`config.mk`:
```
export PLATFORM = sky130hd
export DESIGN_NAME = i2c_bit_level_master
export DESIGN_NICKNAME = d
export VERILOG_FILES = /design/src/hdl/i2cbm_pkg.sv /design/src/hdl/i2cbm_front.sv /design/src/hdl/i2cbm_engine.sv /design/src/hdl/i2c_bit_level_master.sv
export VERILOG_INCLUDE_DIRS = /design/src /design/src/hdl
export SDC_FILE = /design/constraint.sdc
export NUM_CORES = 1
export LEC_CHECK = 0
export BUFFER_PORTS_ARGS = -buffer_cell sky130_fd_sc_hd__buf_2
export CORE_ASPECT_RATIO = 1.75
export CORE_MARGIN = 3
export CORE_UTILIZATION = 64
export CTS_CLUSTER_DIAMETER = 60
export DETAILED_ROUTE_END_ITERATION = 8
export PLACE_DENSITY_LB_ADDON = 0.1
export SYNTH_ARGS = -nofsm -noshare
export SYNTH_HDL_FRONTEND = slang
export SYNTH_SLANG_ARGS = --single-unit
```
`constraint.sdc`:
```
create_clock -name clock -period 4.02 [get_ports clock]
set_input_delay 0.804 -clock clock [delete_from_list [all_inputs] [get_ports clock]]
set_output_delay 0.804 -clock clock [all_outputs]
set_load 0.05 [all_outputs]
```
`src/hdl/i2c_bit_level_master_macros.svh`:
```
// Assertion macros shared by the bit-level I2C master RTL.
// Depends on nothing; the asserting module must have ports named clock and reset.
`ifndef I2C_BIT_LEVEL_MASTER_MACROS_SVH
`define I2C_BIT_LEVEL_MASTER_MACROS_SVH

// Consequent must hold in the same cycle as the antecedent.
`define I2CBM_ASSERT_NOW(label, ante, cons, msg) \
   label: assert property (@(posedge clock) disable iff (reset) (ante) |-> (cons)) \
      else $error(msg);

// Consequent must hold in the cycle after the antecedent.
`define I2CBM_ASSERT_NEXT(label, ante, cons, msg) \
   label: assert property (@(posedge clock) disable iff (reset) (ante) |=> (cons)) \
      else $error(msg);

`endif

```
`src/hdl/i2cbm_pkg.sv`:
```
// Shared types, command codes and widths of the bit-level I2C master.
// Depends on nothing; used by every module of the block.
package i2cbm_pkg;

   // Field widths.
   localparam int CMD_W      = 3;
   localparam int HALF_W     = 10;
   localparam int TIMEOUT_W  = 8;
   localparam int REQ_DATA_W = 16;
   localparam int RSP_DATA_W = 16;

   // Default depth of the request queue between front and engine.
   localparam int QUEUE_DEPTH_DEFAULT = 2;

   // Reset values of the configuration registers.
   localparam logic [HALF_W-1:0]    HALF_PERIOD_RESET = 10'd10;
   localparam logic [TIMEOUT_W-1:0] ACK_TIMEOUT_RESET = 8'd250;

   // Configuration register indexes.
   localparam logic CSR_HALF_PERIOD = 1'b0;
   localparam logic CSR_ACK_TIMEOUT = 1'b1;

   // Command codes.
   localparam logic [CMD_W-1:0] CMD_NONE  = 3'd0;
   localparam logic [CMD_W-1:0] CMD_START = 3'd1;
   localparam logic [CMD_W-1:0] CMD_STOP  = 3'd2;
   localparam logic [CMD_W-1:0] CMD_WRITE = 3'd3;
   localparam logic [CMD_W-1:0] CMD_READ  = 3'd4;

   // One classified request as it travels through the queue.
   typedef struct packed {
      logic [CMD_W-1:0] kind;
      logic [7:0]       tx_byte;
      logic             send_ack;
      logic             sda_in;
   } item_type;

   // Configuration seen by the engine.
   typedef struct packed {
      logic [HALF_W-1:0]    half_period;
      logic [TIMEOUT_W-1:0] ack_timeout;
   } cfg_type;

   // One result of the engine.
   typedef struct packed {
      logic       ack_error;
      logic [7:0] rx_byte;
      logic       done_res;
      logic       busy_res;
      logic       sda_out;
      logic       scl_out;
   } result_type;

endpackage

```
`src/hdl/i2cbm_front.sv`:
```
// Front of the bit-level I2C master: accepts requests, classifies the command
// and queues them for the engine. Depends on i2cbm_pkg.
module i2cbm_front #(
   parameter int QUEUE_DEPTH = i2cbm_pkg::QUEUE_DEPTH_DEFAULT
) (
   input  logic                        clock,
   input  logic                        reset,
   input  logic                        req_tvalid,
   output logic                        req_tready,
   // Fields from bit 0: tx_byte[7:0], send_ack, sda_in, zero fill.
   input  logic [i2cbm_pkg::REQ_DATA_W-1:0] req_tdata,
   // Fields from bit 0: cmd[2:0].
   input  logic [i2cbm_pkg::CMD_W-1:0]      req_tuser,
   output logic                        q_valid,
   input  logic                        q_ready,
   output i2cbm_pkg::item_type         q_item
);

   localparam int PTR_W = (QUEUE_DEPTH > 1) ? $clog2(QUEUE_DEPTH) : 1;
   localparam int CNT_W = $clog2(QUEUE_DEPTH + 1);
   localparam logic [PTR_W-1:0] LAST_PTR = PTR_W'(QUEUE_DEPTH - 1);
   localparam logic [CNT_W-1:0] FULL_CNT = CNT_W'(QUEUE_DEPTH);

   i2cbm_pkg::item_type entry_ff [QUEUE_DEPTH];
   i2cbm_pkg::item_type new_item;
   logic [PTR_W-1:0] wr_ptr_ff, wr_ptr_in;
   logic [PTR_W-1:0] rd_ptr_ff, rd_ptr_in;
   logic [CNT_W-1:0] count_ff, count_in;
   logic push, pop;

   // Classify the command; codes without meaning become no command.
   always_comb begin
      new_item.tx_byte  = req_tdata[7:0];
      new_item.send_ack = req_tdata[8];
      new_item.sda_in   = req_tdata[9];
      unique case (req_tuser) inside
         i2cbm_pkg::CMD_START, i2cbm_pkg::CMD_STOP,
         i2cbm_pkg::CMD_WRITE, i2cbm_pkg::CMD_READ: begin
            new_item.kind = req_tuser;
         end
         default: begin
            new_item.kind = i2cbm_pkg::CMD_NONE;
         end
      endcase
   end

   // Queue control.
   assign req_tready = (count_ff != FULL_CNT);
   assign q_valid    = (count_ff != '0);
   assign q_item     = entry_ff[rd_ptr_ff];
   assign push       = req_tvalid && req_tready;
   assign pop        = q_valid && q_ready;

   always_comb begin
      wr_ptr_in = wr_ptr_ff;
      rd_ptr_in = rd_ptr_ff;
      count_in  = count_ff;
      if (push) begin
         wr_ptr_in = (wr_ptr_ff == LAST_PTR) ? '0 : wr_ptr_ff + 1'b1;
      end
      if (pop) begin
         rd_ptr_in = (rd_ptr_ff == LAST_PTR) ? '0 : rd_ptr_ff + 1'b1;
      end
      if (push && !pop) begin
         count_in = count_ff + 1'b1;
      end else if (pop && !push) begin
         count_in = count_ff - 1'b1;
      end
   end

   always_ff @(posedge clock) begin
      if (reset) begin
         wr_ptr_ff <= '0;
         rd_ptr_ff <= '0;
         count_ff  <= '0;
      end else begin
         wr_ptr_ff <= wr_ptr_in;
         rd_ptr_ff <= rd_ptr_in;
         count_ff  <= count_in;
      end
   end

   // Queue storage needs no reset.
   always_ff @(posedge clock) begin
      if (push) begin
         entry_ff[wr_ptr_ff] <= new_item;
      end
   end

endmodule

```
`src/hdl/i2cbm_engine.sv`:
```
// Bus engine of the bit-level I2C master: runs one tick of the line sequencer
// per queued request and registers the result. Depends on i2cbm_pkg and the macros.
`include "i2c_bit_level_master_macros.svh"

module i2cbm_engine (
   input  logic                         clock,
   input  logic                         reset,
   input  i2cbm_pkg::cfg_type           cfg,
   input  logic                         q_valid,
   output logic                         q_ready,
   input  i2cbm_pkg::item_type          q_item,
   output logic                         rsp_tvalid,
   input  logic                         rsp_tready,
   output i2cbm_pkg::result_type        rsp_result
);

   // Sequencer phases.
   localparam logic [4:0] PH_IDLE    = 5'd0;
   localparam logic [4:0] PH_ST_A    = 5'd1;
   localparam logic [4:0] PH_ST_B    = 5'd2;
   localparam logic [4:0] PH_SP_A    = 5'd3;
   localparam logic [4:0] PH_SP_B    = 5'd4;
   localparam logic [4:0] PH_WB_A    = 5'd5;
   localparam logic [4:0] PH_WB_B    = 5'd6;
   localparam logic [4:0] PH_WB_C    = 5'd7;
   localparam logic [4:0] PH_WA_A    = 5'd8;
   localparam logic [4:0] PH_WA_B    = 5'd9;
   localparam logic [4:0] PH_WA_POLL = 5'd10;
   localparam logic [4:0] PH_RB_A    = 5'd11;
   localparam logic [4:0] PH_RB_B    = 5'd12;
   localparam logic [4:0] PH_RA_A    = 5'd13;
   localparam logic [4:0] PH_RA_B    = 5'd14;
   localparam logic [4:0] PH_FS_A    = 5'd15;
   localparam logic [4:0] PH_FS_B    = 5'd16;

   logic [4:0] phase_ff, phase_in;
   logic [3:0] bit_index_ff, bit_index_in;
   logic [7:0] shift_ff, shift_in;
   logic [i2cbm_pkg::HALF_W-1:0]    hold_ff, hold_in;
   logic [i2cbm_pkg::TIMEOUT_W-1:0] poll_ff, poll_in;
   logic answer_ack_ff, answer_ack_in;
   logic scl_ff, scl_in;
   logic sda_ff, sda_in;
   logic [7:0] rx_ff, rx_in;
   logic err_ff, err_in;
   logic done;
   logic fire;
   logic rsp_tvalid_in;
   logic [i2cbm_pkg::HALF_W-1:0] hold_load;
   i2cbm_pkg::result_type rsp_result_ff, result_in;

   // The output register takes a new result when empty or being drained.
   assign q_ready = !rsp_tvalid || rsp_tready;
   assign fire    = q_valid && q_ready;

   // Hold count loaded on each new line level; a zero half period acts as one.
   assign hold_load = (cfg.half_period == '0) ? '0 : cfg.half_period - 1'b1;

   // One tick of the sequencer.
   always_comb begin
      phase_in      = phase_ff;
      bit_index_in  = bit_index_ff;
      shift_in      = shift_ff;
      hold_in       = hold_ff;
      poll_in       = poll_ff;
      answer_ack_in = answer_ack_ff;
      scl_in        = scl_ff;
      sda_in        = sda_ff;
      rx_in         = rx_ff;
      err_in        = err_ff;
      done          = 1'b0;
      if (phase_ff == PH_IDLE) begin
         // Start a new command.
         case (q_item.kind)
            i2cbm_pkg::CMD_START: begin
               phase_in = PH_ST_A; scl_in = 1'b1; sda_in = 1'b1; hold_in = hold_load;
            end
            i2cbm_pkg::CMD_STOP: begin
               phase_in = PH_SP_A; scl_in = 1'b0; sda_in = 1'b0; hold_in = hold_load;
            end
            i2cbm_pkg::CMD_WRITE: begin
               shift_in     = q_item.tx_byte;
               bit_index_in = '0;
               phase_in     = PH_WB_A;
               scl_in       = 1'b0;
               sda_in       = q_item.tx_byte[7];
               hold_in      = hold_load;
            end
            i2cbm_pkg::CMD_READ: begin
               shift_in      = '0;
               bit_index_in  = '0;
               answer_ack_in = q_item.send_ack;
               phase_in      = PH_RB_A;
               scl_in        = 1'b0;
               sda_in        = 1'b1;
               hold_in       = hold_load;
            end
            default: begin
            end
         endcase
      end else if (phase_ff == PH_WA_POLL) begin
         // Acknowledge poll with SCL high.
         if (!q_item.sda_in) begin
            scl_in   = 1'b0;
            err_in   = 1'b0;
            phase_in = PH_IDLE;
            done     = 1'b1;
         end else if (poll_ff >= cfg.ack_timeout) begin
            phase_in = PH_FS_A; scl_in = 1'b0; sda_in = 1'b0; hold_in = hold_load;
         end else begin
            poll_in = poll_ff + 1'b1;
         end
      end else if (hold_ff != '0) begin
         hold_in = hold_ff - 1'b1;
      end else begin
         // Hold expired: make the next transition.
         unique case (phase_ff)
            PH_ST_A: begin
               phase_in = PH_ST_B; scl_in = 1'b1; sda_in = 1'b0; hold_in = hold_load;
            end
            PH_ST_B: begin
               scl_in = 1'b0; phase_in = PH_IDLE; done = 1'b1;
            end
            PH_SP_A: begin
               phase_in = PH_SP_B; scl_in = 1'b1; sda_in = 1'b1; hold_in = hold_load;
            end
            PH_SP_B: begin
               phase_in = PH_IDLE; done = 1'b1;
            end
            PH_WB_A: begin
               phase_in = PH_WB_B; scl_in = 1'b1; hold_in = hold_load;
            end
            PH_WB_B: begin
               phase_in = PH_WB_C; scl_in = 1'b0; hold_in = hold_load;
            end
            PH_WB_C: begin
               if (bit_index_ff < 4'd7) begin
                  bit_index_in = bit_index_ff + 4'd1;
                  shift_in     = {shift_ff[6:0], 1'b0};
                  phase_in     = PH_WB_A;
                  scl_in       = 1'b0;
                  sda_in       = shift_ff[6];
               end else begin
                  phase_in = PH_WA_A;
                  scl_in   = 1'b0;
                  sda_in   = 1'b1;
               end
               hold_in = hold_load;
            end
            PH_WA_A: begin
               phase_in = PH_WA_B; scl_in = 1'b1; sda_in = 1'b1; hold_in = hold_load;
            end
            PH_WA_B: begin
               phase_in = PH_WA_POLL; poll_in = '0; hold_in = '0;
            end
            PH_RB_A: begin
               phase_in = PH_RB_B; scl_in = 1'b1; sda_in = 1'b1; hold_in = hold_load;
               shift_in = {shift_ff[6:0], q_item.sda_in};
            end
            PH_RB_B: begin
               if (bit_index_ff < 4'd7) begin
                  bit_index_in = bit_index_ff + 4'd1;
                  phase_in     = PH_RB_A;
                  sda_in       = 1'b1;
               end else begin
                  phase_in = PH_RA_A;
                  sda_in   = !answer_ack_ff;
               end
               scl_in  = 1'b0;
               hold_in = hold_load;
            end
            PH_RA_A: begin
               phase_in = PH_RA_B; scl_in = 1'b1; hold_in = hold_load;
            end
            PH_RA_B: begin
               scl_in = 1'b0; rx_in = shift_ff; phase_in = PH_IDLE; done = 1'b1;
            end
            PH_FS_A: begin
               phase_in = PH_FS_B; scl_in = 1'b1; sda_in = 1'b1; hold_in = hold_load;
            end
            PH_FS_B: begin
               err_in = 1'b1; phase_in = PH_IDLE; done = 1'b1;
            end
            default: begin
               phase_in = PH_IDLE;
            end
         endcase
      end
   end

   // Result of this tick, as seen after the update.
   always_comb begin
      result_in.scl_out   = scl_in;
      result_in.sda_out   = sda_in;
      result_in.busy_res  = (phase_in != PH_IDLE);
      result_in.done_res  = done;
      result_in.rx_byte   = rx_in;
      result_in.ack_error = err_in;
   end

   assign rsp_tvalid_in = fire ? 1'b1 : (rsp_tready ? 1'b0 : rsp_tvalid);

   // Sequencer state advances only when a request is taken.
   always_ff @(posedge clock) begin
      if (reset) begin
         phase_ff      <= PH_IDLE;
         bit_index_ff  <= '0;
         shift_ff      <= '0;
         hold_ff       <= '0;
         poll_ff       <= '0;
         answer_ack_ff <= 1'b0;
         scl_ff        <= 1'b1;
         sda_ff        <= 1'b1;
         rx_ff         <= '0;
         err_ff        <= 1'b0;
         rsp_tvalid    <= 1'b0;
      end else begin
         if (fire) begin
            phase_ff      <= phase_in;
            bit_index_ff  <= bit_index_in;
            shift_ff      <= shift_in;
            hold_ff       <= hold_in;
            poll_ff       <= poll_in;
            answer_ack_ff <= answer_ack_in;
            scl_ff        <= scl_in;
            sda_ff        <= sda_in;
            rx_ff         <= rx_in;
            err_ff        <= err_in;
         end
         rsp_tvalid <= rsp_tvalid_in;
      end
   end

   // Output payload register.
   always_ff @(posedge clock) begin
      if (fire) begin
         rsp_result_ff <= result_in;
      end
   end

   assign rsp_result = rsp_result_ff;

   // The sequencer never moves without a taken request.
   `I2CBM_ASSERT_NEXT(a_phase_holds, !fire, $stable(phase_ff), "phase moved without request")
   // During the acknowledge poll SCL is high and SDA released.
   `I2CBM_ASSERT_NOW(a_poll_lines, phase_ff == PH_WA_POLL, scl_ff && sda_ff, "bad poll lines")
   // An idle engine stays idle on no command.
   `I2CBM_ASSERT_NEXT(a_idle_none, fire && phase_ff == PH_IDLE && q_item.kind == i2cbm_pkg::CMD_NONE, phase_ff == PH_IDLE, "left idle on no command")
   // A completion is presented as a valid result that shows the engine idle.
   `I2CBM_ASSERT_NEXT(a_done_out, fire && done, rsp_tvalid && rsp_result.done_res && !rsp_result.busy_res, "completion lost")

endmodule

```
`src/hdl/i2c_bit_level_master.sv`:
```
// Top level of the bit-level I2C master: configuration registers, request front
// and bus engine. Depends on i2cbm_pkg, i2cbm_front and i2cbm_engine.
//
// Every request is one tick of the bus engine and returns exactly one response
// with the SCL and SDA levels, busy and done flags, the last received byte and
// the acknowledge error flag as they stand after that tick. The block takes one
// request per clock cycle while the response side does not stall. A request is
// stored in the request queue, and its result is registered in the engine's
// output register after its sequencer step. The queue and the output register
// let either side stall without losing a request.
// The user must write the half period and acknowledge timeout through the csr
// port only while no request is in flight; the block itself does not enforce it.
module i2c_bit_level_master #(
   parameter int QUEUE_DEPTH = i2cbm_pkg::QUEUE_DEPTH_DEFAULT
) (
   input  logic clock,
   input  logic reset,
   input  logic req_tvalid,
   output logic req_tready,
   // Fields from bit 0: tx_byte[7:0], send_ack, sda_in, zero fill.
   input  logic [i2cbm_pkg::REQ_DATA_W-1:0] req_tdata,
   // Fields from bit 0: cmd[2:0].
   input  logic [i2cbm_pkg::CMD_W-1:0]      req_tuser,
   output logic rsp_tvalid,
   input  logic rsp_tready,
   // Fields from bit 0: scl_out, sda_out, busy_res, done_res, rx_byte[7:0],
   // ack_error, zero fill.
   output logic [i2cbm_pkg::RSP_DATA_W-1:0] rsp_tdata,
   input  logic csr_we,
   input  logic csr_index,
   input  logic [i2cbm_pkg::HALF_W-1:0]     csr_wdata
);

   logic [i2cbm_pkg::HALF_W-1:0]    half_period_ff;
   logic [i2cbm_pkg::TIMEOUT_W-1:0] ack_timeout_ff;
   i2cbm_pkg::cfg_type    cfg;
   i2cbm_pkg::item_type   q_item;
   i2cbm_pkg::result_type rsp_result;
   logic q_valid, q_ready;

   // Configuration registers.
   always_ff @(posedge clock) begin
      if (reset) begin
         half_period_ff <= i2cbm_pkg::HALF_PERIOD_RESET;
         ack_timeout_ff <= i2cbm_pkg::ACK_TIMEOUT_RESET;
      end else if (csr_we) begin
         if (csr_index == i2cbm_pkg::CSR_HALF_PERIOD) begin
            half_period_ff <= csr_wdata;
         end else if (csr_index == i2cbm_pkg::CSR_ACK_TIMEOUT) begin
            ack_timeout_ff <= csr_wdata[i2cbm_pkg::TIMEOUT_W-1:0];
         end
      end
   end

   assign cfg.half_period = half_period_ff;
   assign cfg.ack_timeout = ack_timeout_ff;

   // Request front and queue.
   i2cbm_front #(
      .QUEUE_DEPTH (QUEUE_DEPTH)
   ) u_front (
      .clock      (clock),
      .reset      (reset),
      .req_tvalid (req_tvalid),
      .req_tready (req_tready),
      .req_tdata  (req_tdata),
      .req_tuser  (req_tuser),
      .q_valid    (q_valid),
      .q_ready    (q_ready),
      .q_item     (q_item)
   );

   // Bus engine.
   i2cbm_engine u_engine (
      .clock      (clock),
      .reset      (reset),
      .cfg        (cfg),
      .q_valid    (q_valid),
      .q_ready    (q_ready),
      .q_item     (q_item),
      .rsp_tvalid (rsp_tvalid),
      .rsp_tready (rsp_tready),
      .rsp_result (rsp_result)
   );

   // Response packing.
   assign rsp_tdata = {3'b000, rsp_result};

endmodule

```
==> parameters.txt <==
Parameter                              Value

Logic synthesis
  Number of distinct library cells after synthesis    58
  Register bit total from synthesis    110
  Average footprint of a synthesized cell    8.97 µm²
  Xor and xnor area share after synthesis    2.60%
  Synth warn    0
  Post-synth design cell area    5730 µm²
  Adder-Cell Fraction of Synth Area    2.84%
  Gate count of the mapped netlist    639
  Simple-gate share of the synthesized area    20.8%
  Number of enable flip-flop cells after synthesis    39
  Compound-Gate Fraction of Synth Area    19.2%
  Ys async rst share    0%
  Proportion of synthesized area in mux cells    4.80%
  Most frequently used flop master after synthesis    sky130_fd_sc_hd__dfxtp_1
  Main combinational cell family by area after synthesis    simple AND/OR/NAND/NOR gates
  Share of synthesized area occupied by flip-flops and latches    45.2%

Clock tree
  Setup fix buffers added after clock tree synthesis    0
  Clock Path Buffers    2
  Worst-Skew Late Latency    0.35 ns
  Clock transition at path regs    0.08 ns
  CTS tree    yes
  CTS sink cnt    110
  Resized cells post-CTS    0
  Number of buffers inserted during clock tree synthesis    9
  Number of hold buffers added after CTS    0
  Cell at the root of the clock tree    sky130_fd_sc_hd__clkbuf_16
  Number of levels in the clock H-tree    3

Die
  Number of ports placed on the die boundary    53
  DIE WIDTH    77.5 µm
  Die Y    131 µm
  Core area    8730 µm²
  Die ar.    10,200 µm²
  Num rows    45
  Initial core utilization    65.7%

Drt
  Vias per std cell    6.21
  DRT Pass-1 Iters    7
  Sum of routed wire length over all layers    13,500 µm
  Remaining antenna violation count after routing    0
  Vias post-DR    4,896
  Number of remaining DRC errors    0
  Number of design-rule violations left by the first detailed-router iteration    247
  Average wire per standard cell    17.1 µm

Power
  Leakage Power    2.39 nW
  Reported net switching power    2.36 mW
  Clock share of power    17.9%
  Power density relative to cell area    823 nW/µm²
  Max VDD drop    437 µV
  Post-layout total power    5.21 mW
  Part of the power in combinational logic    49.7%
  Proportion of power drawn by flip-flops and latches    32.4%
  Sw Share    45.3%
  Internal power    2.85 mW

Final layout
  Most common cell after layout, fill and taps aside    sky130_fd_sc_hd__nand2_1
  Share of cells above drive strength 1    13.4%
  Fill cell instance count of the final layout    671
  Layout Area Growth over Synthesis    10.6%
  Fin cells    788
  Commonest non-fill, non-tap cells in the layout    sky130_fd_sc_hd__nand2_1 (73), sky130_fd_sc_hd__dfxtp_1 (71), sky130_fd_sc_hd__a21oi_1 (62)
  Number of inserted diodes    0
  Post-route core utilization    72.6%
  Number of nets in the layout    714

Timing
  Final worst clock skew    0.00907 ns
  Maximum frequency from static timing analysis    319 MHz
  Hold Violations, Final    0
  Crit path setup slack, layout    0.888 ns
  Fin crit share    77.9%
  Total count of max-transition violations in the final report    0
  Worst slew pin tran    1.02 ns
  Crit path time final    3.13 ns
  Worst slew margin relative to its limit    31.7%
  RSZ-0062 raised after global routing    false
  Number of setup violations in the final report    0
  Setup TNS    0 ns

Hold path
  Hold path start    u_engine.rx_ff[4]$_SDFFE_PP0P_
  Cells on Worst Hold Path    2
  Worst min-delay path class    flip-flop to flip-flop
  Endpoint, Worst Hold    u_engine.rx_ff[4]$_SDFFE_PP0P_

Critical path
  Crit path kind    flip-flop to flip-flop
  Worst R2R Setup Slack    0.89 ns
  Critical path's most frequent cell    sky130_fd_sc_hd__or4b_1
  Data required time of the critical path    4.30 ns
  Crit Reg-Reg Startpoint    u_engine.hold_ff[0]$_SDFFE_PP0P_
  Crit path buffers/inverters    1
  Arrival time at the worst endpoint    3.41 ns
  Worst-path cell with the longest stage delay    sky130_fd_sc_hd__or4b_1
  List of cells traversed by the critical path    inv_1 -> ha_1 -> or4b_1 -> or3_4 -> a2111oi_4 -> nand3_2 -> or4b_1 -> a21oi_1
  Critical R2R Capture    u_engine.poll_ff[4]$_SDFFE_PP0P_
  Sort of element at the start of the critical path    flip-flop
  Maximum fanout encountered on the critical timing path    12
  Top delay family on crit path    simple AND/OR/NAND/NOR gates
  Critical Path Sink Type    flip-flop
  Count of cells along the worst register-to-register path    8
  Maximum single-stage delay on the critical path    0.60 ns

Place
  Worst setup slack before clock tree synthesis    0.905 ns
  Placed Cells    772
  Port Buffer Count    43
  Sum of net half-perimeters after detailed placement    9910 µm
  Routability Congestion    0.897

Run status
  Run status    completed

Global routing
  First-pass GRT wire length    22,200 µm
  Total Routing Usage GR    27.0%
  Pin count of the biggest net entering global routing    57
  Global route overflow    0
  Antenna violations before repair    0
  Vias in the first global route    4,769

Run
  # Max-Cap Violations    0
[per-layer routing]
metal  part of all wire [%]  vias up  global-route usage (%)
met5                      0        -                       0
met4                    4.0        0                    13.6
met3                    3.4       40                    4.60
met2                     54      150                    50.1
met1                     38     2320                    28.5
li1                       -     2386                       -
[logic make-up after synthesis]
family	count (synthesis)
compound gates	168
fa+ha+maj	13
buf+inv	63
flops	110
other cells	1
xor+xnor	17
simple gates	241
mux	26
[Yosys cell counts, drive strengths merged, types with 11 or more instances]
| cell type | count | area share [%] |
|---|---|---|
| a211oi | 20 | 2.6 |
| a21oi | 62 | 5.4 |
| clkbuf | 32 | 2.1 |
| dfxtp | 71 | 25 |
| edfxtp | 39 | 20 |
| ha | 13 | 2.8 |
| inv | 22 | 1.4 |
| mux2 | 12 | 2.4 |
| mux2i | 14 | 2.4 |
| nand2 | 73 | 4.8 |
| nand2b | 12 | 1.3 |
| nand3 | 19 | 1.7 |
| nor2 | 46 | 3.0 |
| nor2b | 13 | 1.4 |
| nor3 | 28 | 2.4 |
| o21ai | 20 | 1.7 |
| o31ai | 11 | 1.4 |
[sequential cells by signal, indices dropped and copies added, names as in the netlist, named ones only]
register / count
u_engine.rsp_result: 13
u_engine.poll_ff: 8
u_engine.scl_ff: 1
u_front.entry_ff: 26
u_engine.phase_ff: 5
u_engine.shift_ff: 8
u_front.count_ff: 2
u_engine.rx_ff: 8
ack_timeout_ff: 8
u_engine.sda_ff: 1
half_period_ff: 10
u_engine.bit_index_ff: 4
u_front.rd_ptr_ff: 1
u_engine.rsp_tvalid: 1
u_engine.err_ff: 1
u_engine.hold_ff: 10
u_engine.answer_ack_ff: 1
u_front.wr_ptr_ff: 1
[worst max path at each step]
stage	slack (ns)	to	cells after the start	startpoint
6_report	0.89	u_engine.poll_ff[4]$_SDFFE_PP0P_	8	u_engine.hold_ff[0]$_SDFFE_PP0P_
5_1_grt	0.71	u_engine.shift_ff[5]$_SDFFE_PP0P_	6	flip-flop
4_1_cts	0.89	u_engine.poll_ff[4]$_SDFFE_PP0P_	8	u_engine.hold_ff[0]$_SDFFE_PP0P_
3_5_place_dp	0.91	u_engine.poll_ff[4]$_SDFFE_PP0P_	8	u_engine.hold_ff[0]$_SDFFE_PP0P_
3_3_place_gp	0.96	u_engine.poll_ff[7]$_SDFFE_PP0P_	8	u_engine.hold_ff[0]$_SDFFE_PP0P_
2_1_floorplan	1.25	u_engine.poll_ff[6]$_SDFFE_PP0P_	10	u_engine.hold_ff[0]$_SDFFE_PP0P_
[metrics by stage]
step           area (µm²)  hold WS, ns
3_3_place_gp         6010        0.436
6_report             6340        0.456
4_1_cts              6340        0.460
2_1_floorplan        5740        0.429
3_5_place_dp         6010        0.449
5_1_grt              6340        0.483
[power by group through the flow]
stage / combinational [mW] / clock, mW / sequential [mW]
floorplan: 1.83 / 0 / 1.80
global placement: 2.49 / 0 / 1.70
detailed placement: 2.54 / 0 / 1.71
CTS: 2.56 / 0.944 / 1.69
global route: 2.83 / 0.985 / 1.72
finish: 2.59 / 0.934 / 1.69
[final cells by class]
| cell class | instances | area [µm²] | area share (%) |
|---|---|---|---|
| Multi-Input combinational cell | 468 | 2890 | 45.6 |
| Sequential cell | 110 | 2590 | 40.9 |
| Timing Repair Buffer | 54 | 298 | 4.70 |
| Clock buffer | 9 | 225 | 3.55 |
| Tap cell | 117 | 146 | 2.31 |
| Clock inverter | 7 | 98.8 | 1.56 |
| Inverter | 23 | 86.3 | 1.36 |
[worst min-delay path, cell delays in order (launching register included)]
cell	delay [ns]
sky130_fd_sc_hd__dfxtp_1	0.31
sky130_fd_sc_hd__nand2_1	0.05
sky130_fd_sc_hd__a21oi_1	0.05
(Power assumes the default switching activity.)
